### config.mk
export PLATFORM = sky130hd
export DESIGN_NAME = stack_bump_allocator
export DESIGN_NICKNAME = d
export VERILOG_FILES = /design/src/design/sba_pkg.sv /design/src/design/sba_ram.sv /design/src/design/stack_bump_allocator.sv
export SDC_FILE = /design/constraint.sdc
export NUM_CORES = 2
export LEC_CHECK = 0
export ABC_CLOCK_PERIOD_IN_PS = 12150
export BUFFER_PORTS_ARGS = -buffer_cell sky130_fd_sc_hd__clkbuf_2
export CAP_MARGIN = 15
export CORE_ASPECT_RATIO = 0.9
export CORE_MARGIN = 2
export CORE_UTILIZATION = 35
export DETAILED_ROUTE_END_ITERATION = 8
export GPL_TIMING_DRIVEN = 0
export PLACE_DENSITY_LB_ADDON = 0.3
export SYNTH_ARGS = -nofsm -noshare
export SYNTH_HDL_FRONTEND = slang
export SYNTH_HIERARCHICAL = 1
export SYNTH_SLANG_ARGS = --single-unit
### constraint.sdc
create_clock -name clk -period 12.15 [get_ports clk]
set_clock_uncertainty 0.1 [all_clocks]
set_input_delay 0.6075 -clock clk [delete_from_list [all_inputs] [get_ports clk]]
set_output_delay 0.6075 -clock clk [all_outputs]
set_load 0.1 [all_outputs]
### src/design/sba_pkg.sv
`timescale 1ns / 1ps
// ----------------------------------------------------------------------------
// sba_pkg: shared types and codes for the stack bump allocator
// Request and status codes, register indexes and field widths.
// ----------------------------------------------------------------------------
package sba_pkg;

  localparam int ADDR_W   = 32;
  localparam int OFFS_W   = 25;
  localparam int ALIGN_W  = 8;
  localparam int FUNC_W   = 3;
  localparam int STATUS_W = 3;
  localparam int CFG_IDX_W = 1;
  localparam int CFG_DATA_W = 32;

  typedef logic [FUNC_W-1:0]   func_t;
  typedef logic [STATUS_W-1:0] status_t;
  typedef logic [OFFS_W-1:0]   offs_t;
  typedef logic [ADDR_W-1:0]   addr_t;
  typedef logic [ALIGN_W-1:0]  align_t;

  // request codes
  localparam func_t FN_ALLOC      = 3'd0;
  localparam func_t FN_ALLOC_AL   = 3'd1;
  localparam func_t FN_REALLOC    = 3'd2;
  localparam func_t FN_REALLOC_AL = 3'd3;
  localparam func_t FN_FREE       = 3'd4;
  localparam func_t FN_SAVE       = 3'd5;
  localparam func_t FN_RESTORE    = 3'd6;
  localparam func_t FN_RESET      = 3'd7;

  // status codes
  localparam status_t ST_OK        = 3'd0;
  localparam status_t ST_HEAP      = 3'd1;
  localparam status_t ST_SAVE_FULL = 3'd2;
  localparam status_t ST_RESTORE_EMPTY = 3'd3;
  localparam status_t ST_FREE_OUTSIDE  = 3'd4;

  // configuration register indexes
  localparam logic [CFG_IDX_W-1:0] REG_BASE = 1'd0;
  localparam logic [CFG_IDX_W-1:0] REG_CAP  = 1'd1;

  typedef struct packed {
    func_t  func;
    offs_t  request_size;
    align_t alignment;
    addr_t  address;
    align_t prior_adjust;
  } req_t;

endpackage

### src/design/sba_ram.sv
`timescale 1ns / 1ps
// ----------------------------------------------------------------------------
// sba_ram: generic single-port-write RAM with registered read
// One write and one read address per cycle; read returns old data on collision.
// ----------------------------------------------------------------------------
module sba_ram #(
  parameter int WIDTH = 25,
  parameter int DEPTH = 16,
  localparam int AW = (DEPTH > 1) ? $clog2(DEPTH) : 1
) (
  input  logic             clk,
  input  logic             we,
  input  logic [AW-1:0]    waddr,
  input  logic [WIDTH-1:0] wdata,
  input  logic [AW-1:0]    raddr,
  output logic [WIDTH-1:0] rdata
);

  logic [WIDTH-1:0] mem [DEPTH];
  logic [WIDTH-1:0] rdata_r;

  always_ff @(posedge clk) begin
    if (we) begin
      mem[waddr] <= wdata;
    end
    rdata_r <= mem[raddr];
  end

  assign rdata = rdata_r;

endmodule

### src/design/stack_bump_allocator.sv
`timescale 1ns / 1ps
// ----------------------------------------------------------------------------
// stack_bump_allocator: linear bump allocator with a marker stack
// Allocates from a buffer at base_address of capacity bytes; save/restore
// push and pop the current offset on a LIFO of MARKER_DEPTH entries.
// ----------------------------------------------------------------------------
// A request is taken on any cycle with start high (busy stays low), one per
// cycle. Its result comes out with out_strobe high for one cycle, after the
// request register and the result register; the execute logic between them
// updates the offsets and the marker stack. The receiver cannot stall, so
// results must be captured on the strobe. The stack top is always held ready
// from the marker RAM's registered read, so back-to-back save/restore is
// fine. Configuration writes are registered and must happen while idle.
module stack_bump_allocator #(
  parameter int MARKER_DEPTH = 16
) (
  input  logic                               clk,
  input  logic                               rst_n,
  input  logic                               start,
  output logic                               busy,
  input  logic [sba_pkg::FUNC_W-1:0]         in_func,
  input  logic [sba_pkg::OFFS_W-1:0]         in_request_size,
  input  logic [sba_pkg::ALIGN_W-1:0]        in_alignment,
  input  logic [sba_pkg::ADDR_W-1:0]         in_address,
  input  logic [sba_pkg::ALIGN_W-1:0]        in_prior_adjust,
  output logic                               out_strobe,
  output logic [sba_pkg::STATUS_W-1:0]       out_status,
  output logic [sba_pkg::ADDR_W-1:0]         out_result_address,
  output logic [sba_pkg::ALIGN_W-1:0]        out_adjust,
  output logic [sba_pkg::OFFS_W-1:0]         out_high_water,
  input  logic                               cfg_we,
  input  logic [sba_pkg::CFG_IDX_W-1:0]      cfg_index,
  input  logic [sba_pkg::CFG_DATA_W-1:0]     cfg_wdata
);

  localparam int AW = (MARKER_DEPTH > 1) ? $clog2(MARKER_DEPTH) : 1;
  localparam int CW = $clog2(MARKER_DEPTH + 1);
  localparam logic [CW-1:0] CNT_FULL = CW'(MARKER_DEPTH);

  // configuration
  sba_pkg::addr_t base_r;
  sba_pkg::offs_t cap_r;

  // request register
  logic           ex_valid_r;
  sba_pkg::req_t  req_r;

  // allocator state
  sba_pkg::offs_t cur_r, cur_nxt;
  sba_pkg::offs_t last_r, last_nxt;
  sba_pkg::offs_t peak_r, peak_nxt;
  logic [CW-1:0]  cnt_r, cnt_nxt;

  // marker stack
  logic           ram_we;
  logic [AW-1:0]  ram_raddr;
  sba_pkg::offs_t ram_rdata;
  logic [CW-1:0]  cnt_m1;
  logic           byp_r, byp_nxt;
  sba_pkg::offs_t byp_data_r;
  sba_pkg::offs_t stack_top;

  // result register
  logic             out_strobe_r;
  sba_pkg::status_t status_r, status_nxt;
  sba_pkg::addr_t   res_r, res_nxt;
  sba_pkg::align_t  adj_r, adj_nxt;
  sba_pkg::offs_t   hw_r;

  // datapath
  sba_pkg::align_t align_eff;
  sba_pkg::align_t align_mask;
  logic            aligned;
  logic [25:0]     rsize;
  logic [26:0]     fit_sum;
  logic            fits;
  sba_pkg::addr_t  old_addr;
  logic            use_realloc;
  sba_pkg::addr_t  rel;
  logic            inplace;
  sba_pkg::addr_t  raw;
  sba_pkg::offs_t  new_off;
  sba_pkg::align_t adj_c;
  logic [32:0]     buf_end;
  logic            free_out;

  assign busy = 1'b0;

  // ---------------------------------------------------------------- config
  always_ff @(posedge clk) begin
    if (!rst_n) begin
      base_r <= '0;
      cap_r  <= '0;
    end else if (cfg_we) begin
      case (cfg_index)
        sba_pkg::REG_BASE: base_r <= cfg_wdata;
        sba_pkg::REG_CAP:  cap_r  <= cfg_wdata[sba_pkg::OFFS_W-1:0];
        default: ;
      endcase
    end
  end

  // --------------------------------------------------------- request beat
  always_ff @(posedge clk) begin
    if (!rst_n) begin
      ex_valid_r <= 1'b0;
    end else begin
      ex_valid_r <= start;
    end
  end

  always_ff @(posedge clk) begin
    if (start) begin
      req_r.func         <= in_func;
      req_r.request_size <= in_request_size;
      req_r.alignment    <= in_alignment;
      req_r.address      <= in_address;
      req_r.prior_adjust <= in_prior_adjust;
    end
  end

  // -------------------------------------------------------------- datapath
  always_comb begin
    align_eff  = (req_r.alignment == '0) ? 8'd1 : req_r.alignment;
    align_mask = align_eff - 8'd1;
    aligned    = (req_r.func == sba_pkg::FN_ALLOC_AL) ||
                 (req_r.func == sba_pkg::FN_REALLOC_AL);
    rsize      = {1'b0, req_r.request_size} + (aligned ? {18'd0, align_eff} : 26'd0);
    fit_sum    = {2'b00, cur_r} + {1'b0, rsize};
    fits       = fit_sum <= {2'b00, cap_r};

    old_addr    = (req_r.func == sba_pkg::FN_REALLOC_AL) ?
                  (req_r.address - {24'd0, req_r.prior_adjust}) : req_r.address;
    use_realloc = ((req_r.func == sba_pkg::FN_REALLOC) ||
                   (req_r.func == sba_pkg::FN_REALLOC_AL)) &&
                  (req_r.address != '0) && (old_addr != '0);
    rel         = old_addr - base_r;
    inplace     = use_realloc && (rel == {7'd0, last_r});

    raw     = base_r + {7'd0, (inplace ? last_r : cur_r)};
    new_off = sba_pkg::OFFS_W'((inplace ? {1'b0, last_r} : {1'b0, cur_r}) + rsize);
    adj_c   = align_eff - (raw[sba_pkg::ALIGN_W-1:0] & align_mask);

    buf_end  = {1'b0, base_r} + {8'd0, cap_r};
    free_out = (req_r.address < base_r) || ({1'b0, req_r.address} >= buf_end);
  end

  assign stack_top = byp_r ? byp_data_r : ram_rdata;

  always_comb begin
    cur_nxt    = cur_r;
    last_nxt   = last_r;
    peak_nxt   = peak_r;
    cnt_nxt    = cnt_r;
    status_nxt = sba_pkg::ST_OK;
    res_nxt    = '0;
    adj_nxt    = '0;
    ram_we     = 1'b0;
    if (ex_valid_r) begin
      unique case (req_r.func) inside
        sba_pkg::FN_ALLOC, sba_pkg::FN_ALLOC_AL,
        sba_pkg::FN_REALLOC, sba_pkg::FN_REALLOC_AL: begin
          if (!fits) begin
            status_nxt = sba_pkg::ST_HEAP;
          end else begin
            cur_nxt  = new_off;
            if (use_realloc && !inplace) begin
              last_nxt = cur_r;
            end
            peak_nxt = (new_off > peak_r) ? new_off : peak_r;
            if (aligned) begin
              adj_nxt = adj_c;
              res_nxt = raw + {24'd0, adj_c};
            end else begin
              res_nxt = raw;
            end
          end
        end
        sba_pkg::FN_FREE: begin
          if (free_out) begin
            status_nxt = sba_pkg::ST_FREE_OUTSIDE;
          end
        end
        sba_pkg::FN_SAVE: begin
          if (cnt_r == CNT_FULL) begin
            status_nxt = sba_pkg::ST_SAVE_FULL;
          end else begin
            ram_we   = 1'b1;
            cnt_nxt  = cnt_r + 1'b1;
            last_nxt = cur_r;
          end
        end
        sba_pkg::FN_RESTORE: begin
          if (cnt_r == '0) begin
            status_nxt = sba_pkg::ST_RESTORE_EMPTY;
          end else begin
            cnt_nxt  = cnt_r - 1'b1;
            cur_nxt  = stack_top;
            last_nxt = stack_top;
          end
        end
        default: begin
          // reset request; peak is kept
          cur_nxt  = '0;
          last_nxt = '0;
          cnt_nxt  = '0;
        end
      endcase
    end
  end

  // ---------------------------------------------------------- marker stack
  // Read address tracks the top after this beat; a push to that same entry
  // is forwarded since the RAM returns old data on a collision.
  assign cnt_m1    = cnt_nxt - 1'b1;
  assign ram_raddr = cnt_m1[AW-1:0];
  assign byp_nxt   = ram_we && (ram_raddr == cnt_r[AW-1:0]);

  sba_ram #(
    .WIDTH (sba_pkg::OFFS_W),
    .DEPTH (MARKER_DEPTH)
  ) u_marker_ram (
    .clk   (clk),
    .we    (ram_we),
    .waddr (cnt_r[AW-1:0]),
    .wdata (cur_r),
    .raddr (ram_raddr),
    .rdata (ram_rdata)
  );

  always_ff @(posedge clk) begin
    if (!rst_n) begin
      byp_r <= 1'b0;
    end else begin
      byp_r <= byp_nxt;
    end
    byp_data_r <= cur_r;
  end

  // ----------------------------------------------------------------- state
  always_ff @(posedge clk) begin
    if (!rst_n) begin
      cur_r  <= '0;
      last_r <= '0;
      peak_r <= '0;
      cnt_r  <= '0;
    end else begin
      cur_r  <= cur_nxt;
      last_r <= last_nxt;
      peak_r <= peak_nxt;
      cnt_r  <= cnt_nxt;
    end
  end

  // ---------------------------------------------------------------- result
  always_ff @(posedge clk) begin
    if (!rst_n) begin
      out_strobe_r <= 1'b0;
    end else begin
      out_strobe_r <= ex_valid_r;
    end
  end

  always_ff @(posedge clk) begin
    if (ex_valid_r) begin
      status_r <= status_nxt;
      res_r    <= res_nxt;
      adj_r    <= adj_nxt;
      hw_r     <= peak_nxt;
    end
  end

  assign out_strobe         = out_strobe_r;
  assign out_status         = status_r;
  assign out_result_address = res_r;
  assign out_adjust         = adj_r;
  assign out_high_water     = hw_r;

endmodule

==> impl.org <==
** Floorplan
- The floorplan step defined a core boundary enclosing approximately 0.11 mm^2.
- Height of the die :: roughly 320 um
- From left edge to right edge, the die measures ~360 um.
- Initial standard-cell utilization of the core :: around a third
- In this run the count of I/O pins placed on the die edge is between 150 and 200.
- The die covers roughly 0.12 mm^2.
- Cell Rows :: around 120

** Timing
- Setup violations remaining at the end of the flow were counted as 0.
- Setup repair after global routing left no endpoint under its margin.
- Final worst-path cycle share :: a little over nine tenths
- Post-layout worst setup margin :: approximately 400 ps
- The smallest clock period supported by the final layout is computed as approximately 12,000 ps.
- Measured against its own limit, the worst slew margin works out to 27.12%.
- Number of pins exceeding their max-slew limit in the final report :: 0
- Hold violation total from the final report :: 0
- Achievable Freq :: 85.09 MHz
- At the pin with the least slew margin, the transition time is 1092 ps.

** Worst setup path
- Maximum fanout encountered on the critical timing path :: 11
- Max stage delay cell, worst path :: sky130_fd_sc_hd__or4_1
- Data arrives at the worst endpoint at approximately 12,000 ps.
- CP endpoint kind :: flop
- Critical Setup Path Class :: flop to flop
- CP Data Required Time :: 12,590 ps
- Broken down by cell family, the worst path's largest delay share belongs to compound AO/OA/AOI/OAI gates.
- Buffers & Inverters on Critical Path :: 4
- STA classifies the critical path startpoint as a flop.
- Max incr delay on CP :: ~610 ps

** Global routing
- Entering global routing, the biggest net connects 60 pins.
- The first global-routing pass estimated ~180 mm of wire.
- The total overflow left after global routing is 0.
- Global routing used between 20% and 30% of the available tracks across all layers.
- Initial antenna violation count :: 5
- The number of global-route vias before repair is 27,960.

** Power and ir drop
- Power per standard cell area :: approximately 150 mW/mm^2
- Lkg Pwr :: approximately 17 nW
- The worst-case IR drop observed on VDD is 0.0001231 V.

** Placed design
- DP Worst Slack :: -2239 ps
- Buffers on Ports :: ~180
- RD Place Congestion :: around 0.99
- The wire-length estimate of the detail-placed layout is 96.17 mm.
- Number of placed instances, taps included :: 5,168

** Cells and area
- The final layout contains around 4,200 nets.
- After the flow finishes, the layout carries non-filler instances totaling approximately 5,400.
- In the final layout, the share of cells above drive strength 1 is between 10% and 20%.
- Area Overhead vs Synth :: 17.04%

** Synthesis
- The cell area that synthesis handed to floorplanning was roughly 0.04 mm^2.
- Each instance of the synthesized netlist takes up on average around 11 um^2.
- Of the synthesized area, sequential elements account for 50.69%.
- Counting flops with a built-in enable in the synthesized netlist gives about 540.
- The biggest area contributor in the post-synthesis netlist is sky130_fd_sc_hd__edfxtp_1.
- In this run the biggest area consumer among cell types represents around two fifths of the synthesized area.
- Among all cell types in the netlist, the one instantiated most often is sky130_fd_sc_hd__edfxtp_1.
- The most used flip-flop cell after synthesis is sky130_fd_sc_hd__edfxtp_1.
- Most instantiated cells after synthesis :: sky130_fd_sc_hd__edfxtp_1, sky130_fd_sc_hd__a21oi_1, sky130_fd_sc_hd__nor2_1
- FF+latch count, synth :: 734
- In the synthesized netlist the async set-or-reset flop fraction comes to 0%.
- Counting distinct cell types in the post-synthesis netlist gives just over 80.
- Yosys printed 6 warnings.
- Cells taking the most area after synthesis :: sky130_fd_sc_hd__edfxtp_1, sky130_fd_sc_hd__dfxtp_1, sky130_fd_sc_hd__ha_1
- Synthesis produced a netlist with a net count of 3,872.
- Mapped Cells :: 3,478

** CTS
- The later pin in the worst-skew pair is clocked with a latency of 670 ps.
- Counting along the longest clock path gives a buffer depth of 3.
- The clock tree synthesis step divided the H-tree into 3 levels.
- After clock tree synthesis, the clock-pin slew on the worst setup and hold paths is 60 ps.
- CTS placed an instance of sky130_fd_sc_hd__clkbuf_16 at the clock tree root.
- The tree built by TritonCTS fans out to between 700 and 800 sinks.
- CTS tree :: yes
- CTS buffer count :: 80

** Route
- The first routing iteration left ~2,900 violations.
- Dividing the detail-routed via count by the number of cells gives roughly 5.5.
- Number of detailed-route iterations in the first pass :: 6
- Summed over all layers, the routed wires come to around 120 mm.
- The detail route stage leaves a number of antenna-violating nets equal to 0.
- Summing over every cut layer, the via total after detailed routing is roughly 30,000.
- Detailed-route wire length per cell :: ~23 um
- After detailed routing, the number of remaining DRC violations is 0.

** Run
- Max-cap viol count :: 0

** Hold path
- Worst hold path type :: primary input to flop

** Status
- The flow ran to the end, and the final reports show no timing, DRC or antenna violations.
-- logic make-up after synthesis --
kind of cell | after synthesis | synth area share, %
other | 1 | 0.009438
muxes | 185 | 7.964
xor gates and xnor gates | 208 | 4.585
adders and majority gates | 281 | 9.000
AOI/OAI and AO/OA | 805 | 12.94
DFF | 734 | 50.69
and+or+nand+nor | 990 | 12.06
buffers and inverters | 274 | 2.759
-- cells in the final DEF, fill, tap and decap left out, drive strengths merged, types with 10 or more instances in the layout --
cell,netlist,routed
dlygate4sd3,0,37
a31oi,18,18
edfxtp,544,544
a21oi,285,285
xor2,68,68
o21a,40,40
a211oi,70,70
o21bai,17,17
o31ai,14,14
a22oi,55,55
mux2i,36,36
inv,151,156
o21ai,117,117
and3,24,24
nand3,54,54
xnor2,140,140
or2,16,16
nand2b,39,39
nor3,64,64
a21boi,10,10
clkinv,0,28
nor2,281,281
dfxtp,190,190
and2,44,44
nand2,272,272
nor3b,14,14
clkbuf,98,372
mux4,100,100
or3,24,24
o211ai,13,13
nand4,44,44
ha,273,273
a21o,77,77
mux2,49,49
buf,25,61
nor2b,52,52
nor4,21,21
-- registers in the layout, indices dropped and copies added, names as in the netlist, 32 cells and up --
| signal | cells |
|---|---|
| base_r | 32 |
| out_result_address | 32 |
| req_r | 76 |
| u_marker_ram/mem | 400 |
-- path summary, 6_finish.rpt --
kind                       from    endpoint  slack [ps]  cells after the start
hold / removal    in_address[9]   req_r[17]          20                      1
setup / recovery      req_r[13]  peak_r[23]         400                     43
hold reg to reg      base_r[28]  base_r[28]         380                      2
setup reg to reg      req_r[13]  peak_r[23]         400                     43
-- cell type report --
| class | count | area (um^2) |
|---|---|---|
| flip-flops and latches | 734 | 20140 |
| well taps | 1487 | 1861 |
| multi-input cells | 2470 | 18810 |
| diodes | 1 | 2.502 |
| repair buffers | 255 | 1783 |
| plain buffers | 114 | 515.5 |
| fillers | 10660 | 66360 |
| clock inverters | 49 | 580.6 |
| inverters | 151 | 570.5 |
| clock buffers | 101 | 2241 |
-- per-layer routing --
layer  up-vias  global-route usage, %  part of all wire, %
li1      13710                      -                    -
met1     14570                  31.16                   47
met2      1094                  31.02                   42
met3       137                  4.672                  8.4
met4         8                  5.195                  2.0
met5         -                      0                0.039
-- power breakdown --
group          internal, W  switching, W
Clock              0.00148       0.00107
Sequential         0.00281      0.000140
Combinational     0.000542      0.000942
Total              0.00483       0.00216
-- metrics by stage --
stage                     setup TNS [ps]  instance area (um^2)  util (%)  power, W  hold slack, ps
after floorplan                        0                 39730         -  0.003935           349.6
after global routing                   0                 46500     41.20  0.007279           10.48
after CTS                              0                 46380     41.09  0.006999          0.8126
final                                  0                 46500     41.20  0.006987           19.94
after global placement           -122000                 42500     37.65  0.004402           367.0
after detailed placement         -108520                 43010     38.11  0.004411           371.8
-- timing repair --
action | 4_1_cts | 5_1_grt
pin swaps | 5 | 5
hold buffers | 37 | 0
setup endpoints to repair | 62 | 86
hold endpoints to repair | 37 | 0
gates resized for setup | 25 | 33
setup buffers | 10 | 4
No activity file was read; power rests on OpenSTA's default activity.
